### src/rtl/afps_pkg.sv
// constants, coefficient tables and rounding helpers shared by the power spectrum block
package afps_pkg;

  localparam int FFT_N      = 64;
  localparam int LOG_N      = $clog2(FFT_N);
  localparam int STG_W      = $clog2(LOG_N);
  localparam int WIN_D      = FFT_N - 1;
  localparam int SMP_W      = 16;
  localparam int IN_DATA_W  = 2 * SMP_W;
  localparam int DB_W       = 16;
  localparam int OUT_DATA_W = ((LOG_N + DB_W + 7) / 8) * 8;
  localparam int COEF_W     = 17;
  localparam int XW         = SMP_W + 10;
  localparam int MUL_W      = 33;
  localparam int PROD_W     = 2 * MUL_W;
  localparam int ACC_W      = 48;
  localparam int CNT_W      = 9;
  localparam int FD_W       = 8;
  localparam int DIV_W      = ACC_W + 8;
  localparam int NORM_W     = 64;
  localparam int M_W        = 31;
  localparam int FRAC_W     = 24;
  localparam int LG_W       = FRAC_W + 7;
  localparam int PW_SH      = 2 * (SMP_W - 1) + 2 * LOG_N - 39;
  localparam int MAX_AVG    = 256;
  localparam int DB_MIN     = -30720;

  localparam logic signed [MUL_W-1:0] DB_K    = 33'sd50504453;
  localparam logic [NORM_W-1:0]       EPS_Q47 = 64'd141;

  localparam longint Q30_ONE     = 64'sd1 << 30;
  localparam longint HALF_PI_Q30 = 64'sd1686629713;
  localparam longint CDEN [6]    = '{132, 90, 56, 30, 12, 2};
  localparam longint SDEN [6]    = '{156, 110, 72, 42, 20, 6};

  typedef logic signed [COEF_W-1:0] coef_tab_t [FFT_N];

  // round half away from zero, elaboration-time version
  function automatic longint rnd_l(longint v, int s);
    longint half;
    half = 64'sd1 <<< (s - 1);
    if (v >= 0) return (v + half) >>> s;
    return -((-v + half) >>> s);
  endfunction

  // q30 cosine or sine of 2*pi*p/d, d is the window span or the fft size
  function automatic longint trig_q30(int p, bit use_win, bit want_sin);
    longint q, quad, r, x, x2, tc, ts, cv, sv, c, s;
    int k;
    if (use_win) begin
      q    = 4 * (longint'(p) % WIN_D);
      quad = q / WIN_D;
      r    = q % WIN_D;
      x    = (r * HALF_PI_Q30) / WIN_D;
    end else begin
      q    = 4 * (longint'(p) % FFT_N);
      quad = q / FFT_N;
      r    = q % FFT_N;
      x    = (r * HALF_PI_Q30) / FFT_N;
    end
    x2 = (x * x) >>> 30;
    tc = Q30_ONE;
    ts = Q30_ONE;
    for (k = 0; k < 5; k++) tc = Q30_ONE - ((x2 * tc) >>> 30) / CDEN[k];
    cv = Q30_ONE - ((x2 * tc) >>> 30) / CDEN[5];
    for (k = 0; k < 6; k++) ts = Q30_ONE - ((x2 * ts) >>> 30) / SDEN[k];
    sv = (x * ts) >>> 30;
    case (quad & 3)
      0: begin c = cv;  s = sv;  end
      1: begin c = -sv; s = cv;  end
      2: begin c = -cv; s = -sv; end
      default: begin c = sv; s = -cv; end
    endcase
    return want_sin ? s : c;
  endfunction

  function automatic coef_tab_t build_win();
    coef_tab_t t;
    for (int n = 0; n < FFT_N; n++) t[n] = COEF_W'(rnd_l(Q30_ONE - trig_q30(n, 1'b1, 1'b0), 16));
    return t;
  endfunction

  function automatic coef_tab_t build_tw(bit want_sin);
    coef_tab_t t;
    for (int n = 0; n < FFT_N; n++) t[n] = COEF_W'(rnd_l(trig_q30(n, 1'b0, want_sin), 15));
    return t;
  endfunction

  localparam coef_tab_t WIN_TAB = build_win();
  localparam coef_tab_t TW_COS  = build_tw(1'b0);
  localparam coef_tab_t TW_SIN  = build_tw(1'b1);

  // round half away from zero on a product word
  function automatic logic signed [PROD_W-1:0] rnd_sh(logic signed [PROD_W-1:0] v, int s);
    logic signed [PROD_W-1:0] half;
    half = PROD_W'(1) << (s - 1);
    if (v[PROD_W-1]) return -((-v + half) >>> s);
    return (v + half) >>> s;
  endfunction

  function automatic logic [LOG_N-1:0] bit_rev(logic [LOG_N-1:0] v);
    logic [LOG_N-1:0] r;
    for (int i = 0; i < LOG_N; i++) r[i] = v[LOG_N-1-i];
    return r;
  endfunction

endpackage

### src/rtl/afps_mul.sv
// shared signed multiplier with registered product
module afps_mul (
  input  logic                                   clk_i,
  input  logic signed [afps_pkg::MUL_W-1:0]      a_i,
  input  logic signed [afps_pkg::MUL_W-1:0]      b_i,
  output logic signed [afps_pkg::PROD_W-1:0]     p_o
);
  import afps_pkg::*;

  logic signed [PROD_W-1:0] p_q;

  always_ff @(posedge clk_i) begin
    p_q <= a_i * b_i;
  end

  assign p_o = p_q;

endmodule

### config.mk
export PLATFORM = sky130hd
export DESIGN_NAME = afps_mul
export DESIGN_NICKNAME = d
export VERILOG_FILES = /design/src/rtl/afps_pkg.sv /design/src/rtl/afps_mul.sv
export SDC_FILE = /design/constraint.sdc
export NUM_CORES = 2
export LEC_CHECK = 0
export ABC_AREA = 1
export BUFFER_PORTS_ARGS = -buffer_cell sky130_fd_sc_hd__buf_2
export CAP_MARGIN = 20
export CORE_ASPECT_RATIO = 0.6
export CORE_MARGIN = 2
export CORE_UTILIZATION = 45
export CTS_BUF_LIST = sky130_fd_sc_hd__clkbuf_16
export DETAILED_ROUTE_END_ITERATION = 10
export GPL_TIMING_DRIVEN = 0
export PLACE_DENSITY = 0.64
export SYNTH_ARGS = -nofsm -noshare
export SYNTH_HDL_FRONTEND = slang
export SYNTH_SLANG_ARGS = --single-unit
### constraint.sdc
create_clock -name clk_i -period 9.4 [get_ports clk_i]
set_clock_uncertainty 0.1 [all_clocks]
set_input_delay 0.94 -clock clk_i [delete_from_list [all_inputs] [get_ports clk_i]]
set_output_delay 0.94 -clock clk_i [all_outputs]
set_load 0.005 [all_outputs]
==> reports/results.txt <==
I/O pin count = 133
Largest register FFs = 66
Drt first pass iters = 8
Most frequent cell after synthesis = inv_1
Gr ovfl total = 0
Max Freq = 106 MHz
H-tree depth = 3
Initial Utilization = 0.457
DR vias = 36,900
Tmin final = 9.39 ns
Synth-to-Final Area Change = 7.15%
Row count = 87
Root Driver = clkbuf_16
Post-layout nets = 7,105
Vias in the first global route = 37,100
Finished Core Util = 0.490
Initial antenna violation count = 13
Slowest CP cell = clkbuf_1
Crit Path Max Fanout = 10
Slew margin rel. = 0.105
Total CTS buffers = 9
Synth Register Bits = 66
Syn nets = 6,972
First-pass GRT wire length = 272 mm
Fin. max-slew vios = 0
Top_reg_cell synth = dfxtp_1
Post-CTS Resized = 2
Final wirelength = 193 mm
Asr flop ratio synth = 0
Die width = 404 um
Die height = 244 um
Top cells by area, synth = fa_1, inv_1, nand2_1
Post-DP HPWL = 166 mm
Starting DRT DRC Count = 5,008
DR WL/cell = 27.8 um
Hold violation count in the final report = 0
Worst Tran Pin Value = 1.34 ns
Type of origin of the critical path = input port
Most frequent cells after synthesis = inv_1, nand2_1, fa_1, clkbuf_1, ha_1
Largest net degree at the start of global routing = 28
Final period utilization = 0.999
Critical Path Max Stage Delay = 0.93 ns
Endpoints failing setup = 0
Ys Warns = 0
Fin area = 46,300 um^2
Inst Count DP = 6,885
Share of the synthesized area in the top cell type = 0.531
Fillers = 9,515
RSZ-0062 raised after global routing = no
Synth Instances = 5,543
Core area = 94,500 um^2
Clock Sink Count = 66
Synth Cell Area = 43,200 um^2
Die ar. = 98,500 um^2
FF+latch area = 1320 um^2
Share of layout cells above drive strength 1 = 0.0368
Required time of the critical path = 9.56 ns
Setup Crit Path Kind = input port to register
Setup TNS = 0 ns
Area leader, netlist = fa_1
Worst EP arrival = 9.55 ns
DRC Markers = 0
Setup bufs post-CTS = 0
Run status = finished clean
Area of the multi-input gates = 33,800 um^2
Final ANT Viol Nets = 0
Synth unique cells = 35
Clk buf depth = 2
Final Wtd Congestion = 1.08
Register area share after synthesis = 0.0306
Count of input and output buffers = 67
Vias per cell = 5.32
Syn avg cell area = 7.79 um^2
Reg clk slew, reported paths = 0.09 ns
Post-CTS Hold Buffers = 0
Gr usage total = 0.399
Hold Crit Class = input port to register
Cell mode on critical path = fa_1
CTS tree = built
Max Cap Viol = 0
Worst setup EP type = register
Number of enable flip-flop cells after synthesis = 0
Non-filler cells, final = 6,935
Post-DP Area = 45,500 um^2
-- final timing paths --
path	cells after the start	from	endpoint	slack [ns]
worst max-delay path	26	b_i[20]	p_o[64]	0.009
worst min-delay path	3	a_i[0]	p_o[0]	0.89
-- metrics by stage --
stage | hold slack (ns) | worst slack, ns
floorplan | 1.10 | 1.60
global placement | 1.22 | -0.820
detailed placement | 1.21 | -0.819
CTS | 0.881 | 0.128
global route | 0.882 | 0.0110
finish | 0.887 | 0.00901
-- cell type report --
cell class | count | share of cell area
repair buffers | 122 | 0.0253
well taps | 1246 | 0.0337
clock buffers | 9 | 0.00487
clock inverters | 7 | 0.00203
diodes | 8 | 0.000433
multi-input cells | 3319 | 0.730
flip-flops and latches | 66 | 0.0286
plain buffers | 263 | 0.0216
inverters | 1895 | 0.154
-- kinds of logic (layout without fill, tap and decap cells) --
| logic type | after synthesis | in the layout | synth area share |
|---|---|---|---|
| other | 0 | 8 | 0 |
| buffers and inverters | 2158 | 2296 | 0.188 |
| AO/OA/AOI/OAI | 106 | 106 | 0.0138 |
| flip-flops | 66 | 66 | 0.0306 |
| AND/OR/NAND/NOR | 1810 | 1810 | 0.166 |
| XOR/XNOR | 41 | 41 | 0.00832 |
| adder cells (fa/ha/maj) | 1362 | 1362 | 0.594 |
-- metal layers --
layer	track usage	vias to the layer above	wire, um
met5	0.0804	-	1350
met4	0.102	33	5960
met3	0.263	350	37500
met2	0.496	2763	68700
met1	0.551	18500	79600
li1	-	15300	-
-- critical path: cells and delay by family --
kind | cells | cell delay, ns
compound gates | 2 | 0.82
fa+ha+maj | 9 | 4.86
buf+inv | 8 | 2.13
simple gates | 7 | 0.78
-- layout by cell type (no fill, tap or decap), drive strengths merged --
| master | netlist | layout |
|---|---|---|
| fa | 1145 | 1145 |
| nor2 | 154 | 154 |
| clkinv | 0 | 4 |
| nand3b | 3 | 3 |
| clkbuf | 262 | 271 |
| xor2 | 37 | 37 |
| buf | 1 | 123 |
| nand4 | 19 | 19 |
| xnor2 | 4 | 4 |
| and2 | 3 | 3 |
| a21o | 2 | 2 |
| a21boi | 1 | 1 |
| nand2 | 1534 | 1534 |
| diode | 0 | 8 |
| o21bai | 14 | 14 |
| o21a | 1 | 1 |
| bufinv | 0 | 2 |
| inv | 1895 | 1895 |
| nor4 | 5 | 5 |
| dfxtp | 66 | 66 |
| or2 | 6 | 6 |
| o21ai | 23 | 23 |
| nor3 | 8 | 8 |
| clkinvlp | 0 | 1 |
| ha | 217 | 217 |
| a21oi | 65 | 65 |
| nand3 | 78 | 78 |
Power is left out: the tool's default activity adds up to more than one toggle a clock period on the data nets, which glitch-free logic cannot reach.
