--- src/rtl/afps_pkg.sv ---
// constants, coefficient tables and rounding helpers shared by the power spectrum block
package afps_pkg;

  localparam int FFT_N      = 64;
  localparam int LOG_N      = $clog2(FFT_N);
  localparam int STG_W      = $clog2(LOG_N);
  localparam int WIN_D      = FFT_N - 1;
  localparam int SMP_W      = 16;
  localparam int IN_DATA_W  = 2 * SMP_W;
  localparam int DB_W       = 16;
  localparam int OUT_DATA_W = ((LOG_N + DB_W + 7) / 8) * 8;
  localparam int COEF_W     = 17;
  localparam int XW         = SMP_W + 10;
  localparam int MUL_W      = 33;
  localparam int PROD_W     = 2 * MUL_W;
  localparam int ACC_W      = 48;
  localparam int CNT_W      = 9;
  localparam int FD_W       = 8;
  localparam int DIV_W      = ACC_W + 8;
  localparam int NORM_W     = 64;
  localparam int M_W        = 31;
  localparam int FRAC_W     = 24;
  localparam int LG_W       = FRAC_W + 7;
  localparam int PW_SH      = 2 * (SMP_W - 1) + 2 * LOG_N - 39;
  localparam int MAX_AVG    = 256;
  localparam int DB_MIN     = -30720;

  localparam logic signed [MUL_W-1:0] DB_K    = 33'sd50504453;
  localparam logic [NORM_W-1:0]       EPS_Q47 = 64'd141;

  localparam longint Q30_ONE     = 64'sd1 << 30;
  localparam longint HALF_PI_Q30 = 64'sd1686629713;
  localparam longint CDEN [6]    = '{132, 90, 56, 30, 12, 2};
  localparam longint SDEN [6]    = '{156, 110, 72, 42, 20, 6};

  typedef logic signed [COEF_W-1:0] coef_tab_t [FFT_N];

  // round half away from zero, elaboration-time version
  function automatic longint rnd_l(longint v, int s);
    longint half;
    half = 64'sd1 <<< (s - 1);
    if (v >= 0) return (v + half) >>> s;
    return -((-v + half) >>> s);
  endfunction

  // q30 cosine or sine of 2*pi*p/d, d is the window span or the fft size
  function automatic longint trig_q30(int p, bit use_win, bit want_sin);
    longint q, quad, r, x, x2, tc, ts, cv, sv, c, s;
    int k;
    if (use_win) begin
      q    = 4 * (longint'(p) % WIN_D);
      quad = q / WIN_D;
      r    = q % WIN_D;
      x    = (r * HALF_PI_Q30) / WIN_D;
    end else begin
      q    = 4 * (longint'(p) % FFT_N);
      quad = q / FFT_N;
      r    = q % FFT_N;
      x    = (r * HALF_PI_Q30) / FFT_N;
    end
    x2 = (x * x) >>> 30;
    tc = Q30_ONE;
    ts = Q30_ONE;
    for (k = 0; k < 5; k++) tc = Q30_ONE - ((x2 * tc) >>> 30) / CDEN[k];
    cv = Q30_ONE - ((x2 * tc) >>> 30) / CDEN[5];
    for (k = 0; k < 6; k++) ts = Q30_ONE - ((x2 * ts) >>> 30) / SDEN[k];
    sv = (x * ts) >>> 30;
    case (quad & 3)
      0: begin c = cv;  s = sv;  end
      1: begin c = -sv; s = cv;  end
      2: begin c = -cv; s = -sv; end
      default: begin c = sv; s = -cv; end
    endcase
    return want_sin ? s : c;
  endfunction

  function automatic coef_tab_t build_win();
    coef_tab_t t;
    for (int n = 0; n < FFT_N; n++) t[n] = COEF_W'(rnd_l(Q30_ONE - trig_q30(n, 1'b1, 1'b0), 16));
    return t;
  endfunction

  function automatic coef_tab_t build_tw(bit want_sin);
    coef_tab_t t;
    for (int n = 0; n < FFT_N; n++) t[n] = COEF_W'(rnd_l(trig_q30(n, 1'b0, want_sin), 15));
    return t;
  endfunction

  localparam coef_tab_t WIN_TAB = build_win();
  localparam coef_tab_t TW_COS  = build_tw(1'b0);
  localparam coef_tab_t TW_SIN  = build_tw(1'b1);

  // round half away from zero on a product word
  function automatic logic signed [PROD_W-1:0] rnd_sh(logic signed [PROD_W-1:0] v, int s);
    logic signed [PROD_W-1:0] half;
    half = PROD_W'(1) << (s - 1);
    if (v[PROD_W-1]) return -((-v + half) >>> s);
    return (v + half) >>> s;
  endfunction

  function automatic logic [LOG_N-1:0] bit_rev(logic [LOG_N-1:0] v);
    logic [LOG_N-1:0] r;
    for (int i = 0; i < LOG_N; i++) r[i] = v[LOG_N-1-i];
    return r;
  endfunction

endpackage

--- src/rtl/afps_div.sv ---
// restoring divider, one quotient bit per cycle
module afps_div (
  input  logic                            clk_i,
  input  logic                            rst_ni,
  input  logic                            start_i,
  input  logic [afps_pkg::DIV_W-1:0]      dividend_i,
  input  logic [afps_pkg::CNT_W-1:0]      divisor_i,
  output logic                            done_o,
  output logic [afps_pkg::DIV_W-1:0]      quotient_o
);
  import afps_pkg::*;

  localparam int DC_W = $clog2(DIV_W);

  logic            busy_q, done_q;
  logic [DC_W-1:0] cnt_q;
  logic [DIV_W-1:0] quo_q;
  logic [CNT_W-1:0] rem_q, dsr_q;
  logic [CNT_W:0]   trial, diff;
  logic             ge;

  assign trial = {rem_q, quo_q[DIV_W-1]};
  assign ge    = trial >= {1'b0, dsr_q};
  assign diff  = trial - {1'b0, dsr_q};

  always_ff @(posedge clk_i or negedge rst_ni) begin
    if (!rst_ni) begin
      busy_q <= 1'b0;
      done_q <= 1'b0;
      cnt_q  <= '0;
    end else begin
      done_q <= 1'b0;
      if (start_i) begin
        busy_q <= 1'b1;
        cnt_q  <= '0;
      end else if (busy_q) begin
        cnt_q <= cnt_q + 1'b1;
        if (cnt_q == DC_W'(DIV_W - 1)) begin
          busy_q <= 1'b0;
          done_q <= 1'b1;
        end
      end
    end
  end

  always_ff @(posedge clk_i) begin
    if (start_i) begin
      quo_q <= dividend_i;
      rem_q <= '0;
      dsr_q <= divisor_i;
    end else if (busy_q) begin
      quo_q <= {quo_q[DIV_W-2:0], ge};
      rem_q <= ge ? diff[CNT_W-1:0] : trial[CNT_W-1:0];
    end
  end

  assign done_o     = done_q;
  assign quotient_o = quo_q;

endmodule

--- config.mk ---
export PLATFORM = sky130hd
export DESIGN_NAME = afps_div
export DESIGN_NICKNAME = d
export VERILOG_FILES = /design/src/rtl/afps_pkg.sv /design/src/rtl/afps_div.sv
export SDC_FILE = /design/constraint.sdc
export NUM_CORES = 1
export LEC_CHECK = 0
export ABC_AREA = 0
export BUFFER_PORTS_ARGS = -buffer_cell sky130_fd_sc_hd__buf_4
export CAP_MARGIN = 20
export CORE_MARGIN = 5
export CORE_UTILIZATION = 33
export CTS_CLUSTER_DIAMETER = 40
export CTS_CLUSTER_SIZE = 14
export DETAILED_ROUTE_END_ITERATION = 8
export MAX_ROUTING_LAYER = met4
export PLACE_DENSITY_LB_ADDON = 0.3
export SYNTH_ARGS = -nofsm -noshare
export SYNTH_HDL_FRONTEND = slang
export SYNTH_SLANG_ARGS = --single-unit
--- constraint.sdc ---
create_clock -name clk_i -period 2.9 [get_ports clk_i]
set_input_delay 0.58 -clock clk_i [delete_from_list [all_inputs] [get_ports clk_i]]
set_output_delay 0.58 -clock clk_i [all_outputs]
set_load 0.005 [all_outputs]
==> impl_metrics.toml, run 1 <==
[timing]
setup_violations = 0
hold_viol_final = 0
totalNegativeSetupSlack_ns = 0
whs_ns = 0.0464
finalCritPeriodShare_pct = 89.6
slew_violations = 0
rsz0062_at_grt = "false"
fin_crit_ns = 2.60
worst_pin_slew_ns = 0.475
timing.final.ws_setup_ns = 0.301
skew_ns = 0.00642
clock.fmax_mhz = 385
slew_headroom_pct = 68.3

[synth]
synth_cells = 264
yosys_most_used_dff = "edfxtp_1"
synth_area_sq_um = 3840
seq_area_frac_synth_pct = 60.8
ys_types = 45
yosysWarnings = 0
syn_avg_cell_area_sq_um = 14.5
synth_edf_count = 65
async_flop_share_pct = 9.76
synth_nets = 343
ys_ff_latch = 82

[floorplanning]
io_pins = 125
core_sq_um = 11400
rows = 39
die_area_sq_um = 13900
chipHeight_microns = 118
initial_core_util_pct = 33.6
die_x_microns = 118

[route]
post_drt_wl_per_cell_microns = 15.2
via_per_inst = 4.73
num_vias = 2560
first_pass_iters = 4
first_iter_violations = 125
final_antenna_net_count = 0
wl_microns = 8240
drcViolationCount = 0

[critical_path]
end_kind = "flip-flop"
cp.arrival_ns = 2.84
worstSetupPathType = "flip-flop to flip-flop"
required_ns = 3.15
cp-start-kind = "flip-flop"
critPathBufInv = 3
cpMostUsedCell = "inv_1"
critPathMaxFanout = 9
slowest_stage = "edfxtp_1"
worst_path_largest_cell_delay_ns = 0.41
path_cells = "inv_1, ha_1, inv_1, fa_1, a211oi_2, o31ai_2, a211oi_4, buf_4, nand2_1, a311oi_1"
cpLargestDelayFamily = "compound AO/OA/AOI/OAI gates"

[final_layout]
drive_above_1_share_pct = 53.8
finalNetCount = 472
area_growth_pct = 36.1
layout_common_cells = "buf_4, edfxtp_1, mux2_2"
antenna_cells = 0
final_common_cell = "buf_4"
layoutNonFillerInstCount = 541
fillCellCount = 1075
multi_input_area_sq_um = 1390
regArea_sq_um = 2330

[worst_hold_path]
min_path_type = "primary input to async pin"

[power]
internal_power_mw = 2.62
power_frac_seq_pct = 43.5
ir_worst_vdd_mv = 0.486
p_comb_share_pct = 25.4
leakagePower_nw = 2.25
switching_share_pct = 26.5
p_switching_uw = 941
power.density_nw_per_um2 = 681
clkPwrFrac_pct = 31.1

[placed_design]
dp_hpwl_microns = 6030
gp_congestion = 0.781
place_inst = 525
dp_slack_ns = 0.291
portBuffers = 124

[cts]
postCtsSetupRepairBufs = 0
cts_root_buf = "clkbuf_16"
htreeDepth = 3
clock_sink_count = 82
clk_latency_ns = 0.34
cts_resized = 0
clockBufferDepth = 2
clk_pin_slew_ns = 0.06
ctsHoldBuffers = 0
cts_tree = "built"
cts_made_buffers = 9

[grt]
antenna_found_initial = 0
grt_first_pass_wirelength_microns = 13400
grt_pass1_vias = 2695
gr-total-overflow = 0
grt_max_degree = 38
grt_usage_pct = 12.5

[flow_run]
drv_cap = 0

[run_status]
status = "complete, no violations"
## registers in the layout (all words and copies together), names as in the netlist
register and cells:
cnt_q 6, rem_q 9, busy_q 1, quotient_o 56, dsr_q 9, done_o 1
## worst register-to-register path, stage by stage, from the launching register on
cell,delay [ns]
edfxtp_1,0.41
inv_1,0.08
ha_1,0.16
inv_1,0.05
fa_1,0.41
a211oi_2,0.27
o31ai_2,0.15
a211oi_4,0.41
buf_4,0.24
nand2_1,0.07
a311oi_1,0.26
## power groups by stage
| stage | Clock (mW) | Combinational, mW | Sequential [mW] |
|---|---|---|---|
| 6_report | 1.11 | 0.903 | 1.55 |
| 5_1_grt | 1.21 | 1.00 | 1.57 |
| 4_1_cts | 1.16 | 0.916 | 1.55 |
| 3_5_place_dp | 0 | 0.913 | 1.57 |
| 3_3_place_gp | 0 | 0.893 | 1.57 |
| 2_1_floorplan | 0 | 0.601 | 1.55 |
## logic make-up after synthesis
group	synth area share [%]
flip-flops	60.8
multiplexers	17.7
AND/OR/NAND/NOR	6.49
AO/OA/AOI/OAI	5.97
buffers and inverters	2.94
adder cells (fa/ha/maj)	3.78
XOR/XNOR	2.28
## cell usage after synthesis, drive strengths merged, types with 3 or more instances
cell / number / area [sq um]
edfxtp: 65 / 1950
mux2: 56 / 631
nor2: 17 / 63.8
inv: 13 / 48.8
ha: 10 / 125
dfxtp: 9 / 180
dfrtp: 8 / 200
buf: 7 / 41.3
a211oi: 6 / 62.6
clkbuf: 6 / 22.5
nand2: 6 / 22.5
xor2: 6 / 52.6
mux2i: 5 / 50.1
a21oi: 4 / 20.0
nand4: 4 / 25.0
xnor2: 4 / 35.0
a21o: 3 / 22.5
nand4b: 3 / 26.3
o21ai: 3 / 15.0
## through the flow
step | cell area [sq um] | util, % | total power, mW
2_1_floorplan | 3840 | - | 2.15
3_3_place_gp | 4930 | 43.2 | 2.46
3_5_place_dp | 4930 | 43.2 | 2.48
4_1_cts | 5220 | 45.7 | 3.62
5_1_grt | 5220 | 45.7 | 3.78
6_report | 5220 | 45.7 | 3.56
## layer usage
metal | vias up | wire, microns | global-route usage [%] | share of wire [%]
met5 | - | 0 | - | 0
met4 | 0 | 112 | 4.09 | 1.4
met3 | 11 | 779 | 6.30 | 9.5
met2 | 103 | 3650 | 17.8 | 44
met1 | 1200 | 3700 | 15.4 | 45
li1 | 1246 | - | - | -
## area by class of cell
type	instances	share of cell area, %
repair buffers	131	18.8
multi-input cells	156	26.6
well taps	143	3.43
inverters	13	0.934
flip-flops and latches	82	44.7
clock buffers	11	4.46
clock inverters	5	1.05
## path summary, 6_finish.rpt
check	startpoint	to	slack (ns)	depth (start not counted)
hold / removal	rst_ni	busy_q$_DFF_PN0_	0.05	1
setup reg to reg	quotient_o[55]$_DFFE_PP_	rem_q[0]$_SDFFE_PP0P_	0.30	10
max in group asynchronous	rst_ni	done_o$_DFF_PN0_	2.72	1
hold reg to reg	rem_q[4]$_SDFFE_PP0P_	rem_q[4]$_SDFFE_PP0P_	0.50	2
min in group clk_i	divisor_i[3]	dsr_q[3]$_DFFE_PP_	0.41	1
setup / recovery	quotient_o[55]$_DFFE_PP_	rem_q[0]$_SDFFE_PP0P_	0.30	10
No activity file was read; power rests on OpenSTA's default activity.
==> run 2: changes to the inputs <==
--- a/config.mk
+++ b/config.mk
@@ -8,13 +8,15 @@
 export ABC_AREA = 0
 export BUFFER_PORTS_ARGS = -buffer_cell sky130_fd_sc_hd__buf_4
 export CAP_MARGIN = 20
+export CELL_PAD_IN_SITES_DETAIL_PLACEMENT = 0
+export CELL_PAD_IN_SITES_GLOBAL_PLACEMENT = 1
 export CORE_MARGIN = 5
 export CORE_UTILIZATION = 33
 export CTS_CLUSTER_DIAMETER = 40
 export CTS_CLUSTER_SIZE = 14
 export DETAILED_ROUTE_END_ITERATION = 8
 export MAX_ROUTING_LAYER = met4
-export PLACE_DENSITY_LB_ADDON = 0.3
+export PLACE_DENSITY_LB_ADDON = 0.1
 export SYNTH_ARGS = -nofsm -noshare
 export SYNTH_HDL_FRONTEND = slang
 export SYNTH_SLANG_ARGS = --single-unit
==> run 2 against run 1 <==
Critical path depth unchanged. Clock power up 4%. First-iteration DRC count up 39%. Die area unchanged. Combinational power about the same. Clock-buffer cell count up 3. Register-to-register slack better by 0.03 ns. Sequential power about the same. Worst hold slack better by 0.0018 ns. Critical path type unchanged. Highest routed layer unchanged.
==> impl_metrics.toml, run 2 (synthesis results as in run 1) <==
[timing]
hold_viol_final = 0
finalCritPeriodShare_pct = 88.4
rsz0062_at_grt = "false"
totalNegativeSetupSlack_ns = 0
fin_crit_ns = 2.56
setup_violations = 0
worst_pin_slew_ns = 0.522
skew_ns = 0.00643
clock.fmax_mhz = 390
slew_violations = 0
timing.final.ws_setup_ns = 0.335
slew_headroom_pct = 65.2

[final_layout]
antenna_cells = 0
fillCellCount = 1097
layout_common_cells = "buf_4, edfxtp_1, mux2_2"
drive_above_1_share_pct = 53.0
largest_reg_flops = 56
final_common_cell = "buf_4"
finalNetCount = 470
area_growth_pct = 36.4

[route]
wl_microns = 8460
final_antenna_net_count = 0
first_pass_iters = 4
first_iter_violations = 174
drcViolationCount = 0
post_drt_wl_per_cell_microns = 15.7
num_vias = 2540
via_per_inst = 4.71

[power]
power.density_nw_per_um2 = 689
ir_worst_vdd_mv = 0.477
power_frac_seq_pct = 42.9
clkPwrFrac_pct = 32.0
switching_share_pct = 25.8
p_comb_share_pct = 25.1
leakagePower_nw = 2.26
internal_power_mw = 2.67
p_switching_uw = 931

[critical_path]
critPathMaxFanout = 10
cp-start-kind = "flip-flop"
worst_path_largest_cell_delay_ns = 0.42
path_cells = "inv_1, ha_1, inv_1, fa_1, a211oi_2, o31ai_2, a211oi_4, buf_4, mux2i_1, a211oi_1"
reg2reg_slack_ns = 0.34
cpMostUsedCell = "inv_1"
end_kind = "flip-flop"
reg2reg_to = "rem_q[1]$_SDFFE_PP0P_"
ff2ff_path_depth = 10
required_ns = 3.11
critPathBufInv = 3
r2r-start = "quotient_o[55]$_DFFE_PP_"
cp.arrival_ns = 2.77
slowest_stage = "edfxtp_1"
worstSetupPathType = "flip-flop to flip-flop"
cpLargestDelayFamily = "compound AO/OA/AOI/OAI gates"

[cts]
cts_root_buf = "clkbuf_16"
postCtsSetupRepairBufs = 0
clockBufferDepth = 2
cts_tree = "built"
clk_pin_slew_ns = 0.06
clk_latency_ns = 0.34
cts_made_buffers = 9
clock_sink_count = 82
htreeDepth = 3
ctsHoldBuffers = 0
cts_resized = 0

[grt]
grt_first_pass_wirelength_microns = 13900
grt_max_degree = 39
grt_usage_pct = 12.9
gr-total-overflow = 0
antenna_found_initial = 0
grt_pass1_vias = 2634

[placed_design]
dp_slack_ns = 0.321
dp_hpwl_microns = 6140
portBuffers = 124
gp_congestion = 0.802

[floorplanning]
initial_core_util_pct = 33.6
core_sq_um = 11400
die_x_microns = 118
rows = 39
io_pins = 125
die_area_sq_um = 13900
chipHeight_microns = 118

[flow_run]
drv_cap = 0

[worst_hold_path]
min_path_type = "primary input to async pin"

[run_status]
status = "complete, no violations"
[run 2: cell type report]
| cell class | instances | area [sq um] | share of cell area (%) |
|---|---|---|---|
| Clock buffer | 14 | 265 | 5.07 |
| Tap cell | 143 | 179 | 3.42 |
| Clock inverter | 2 | 35.0 | 0.670 |
| Timing Repair Buffer | 129 | 981 | 18.7 |
| Inverter | 13 | 48.8 | 0.933 |
| Sequential cell | 82 | 2330 | 44.6 |
| Multi-Input combinational cell | 156 | 1390 | 26.6 |
[run 2: routing by layer]
layer  vias to the layer above  global-route usage [%]  wire length, microns
met5                         -                       -                     0
met4                         0                    3.44                    82
met3                         6                    5.86                   636
met2                        85                    19.1                  3950
met1                      1203                    15.9                  3800
li1                       1246                       -                     -
[run 2: worst reg2reg max path: cells and delay by family, from the launching register on]
kind            cells  cell delay [ns]
mux                 1             0.20
compound gates      4             0.88
fa+ha+maj           2             0.57
flops               1             0.42
buf+inv             3             0.37
[run 2: metrics by stage]
stage / cells / util (%) / area, sq um / hold slack, ns / power [mW]
finish: 539 / 45.8 / 5230 / 0.0482 / 3.60
global route: 539 / 45.8 / 5230 / 0.0294 / 3.83
detailed placement: 523 / 43.2 / 4930 / 0.406 / 2.48
global placement: 523 / 43.2 / 4930 / 0.404 / 2.49
floorplan: 264 / - / 3840 / 0.284 / 2.15
CTS: 539 / 45.8 / 5230 / 0.0353 / 3.67
[run 2: worst max path at each step]
stage,startpoint,end,cells after the start
floorplan,start_i,quotient_o[0]$_DFFE_PP_,4
global placement,quotient_o[55]$_DFFE_PP_,rem_q[1]$_SDFFE_PP0P_,10
detailed placement,quotient_o[55]$_DFFE_PP_,rem_q[1]$_SDFFE_PP0P_,10
CTS,quotient_o[55]$_DFFE_PP_,rem_q[1]$_SDFFE_PP0P_,10
global route,quotient_o[55]$_DFFE_PP_,rem_q[0]$_SDFFE_PP0P_,10
finish,quotient_o[55]$_DFFE_PP_,rem_q[1]$_SDFFE_PP0P_,10
[run 2: power by group through the flow]
stage | clock network, mW | registers [mW] | logic (mW)
6_report | 1.15 | 1.54 | 0.905
5_1_grt | 1.26 | 1.57 | 1.01
4_1_cts | 1.20 | 1.55 | 0.920
3_5_place_dp | 0 | 1.57 | 0.916
3_3_place_gp | 0 | 1.57 | 0.922
2_1_floorplan | 0 | 1.55 | 0.601
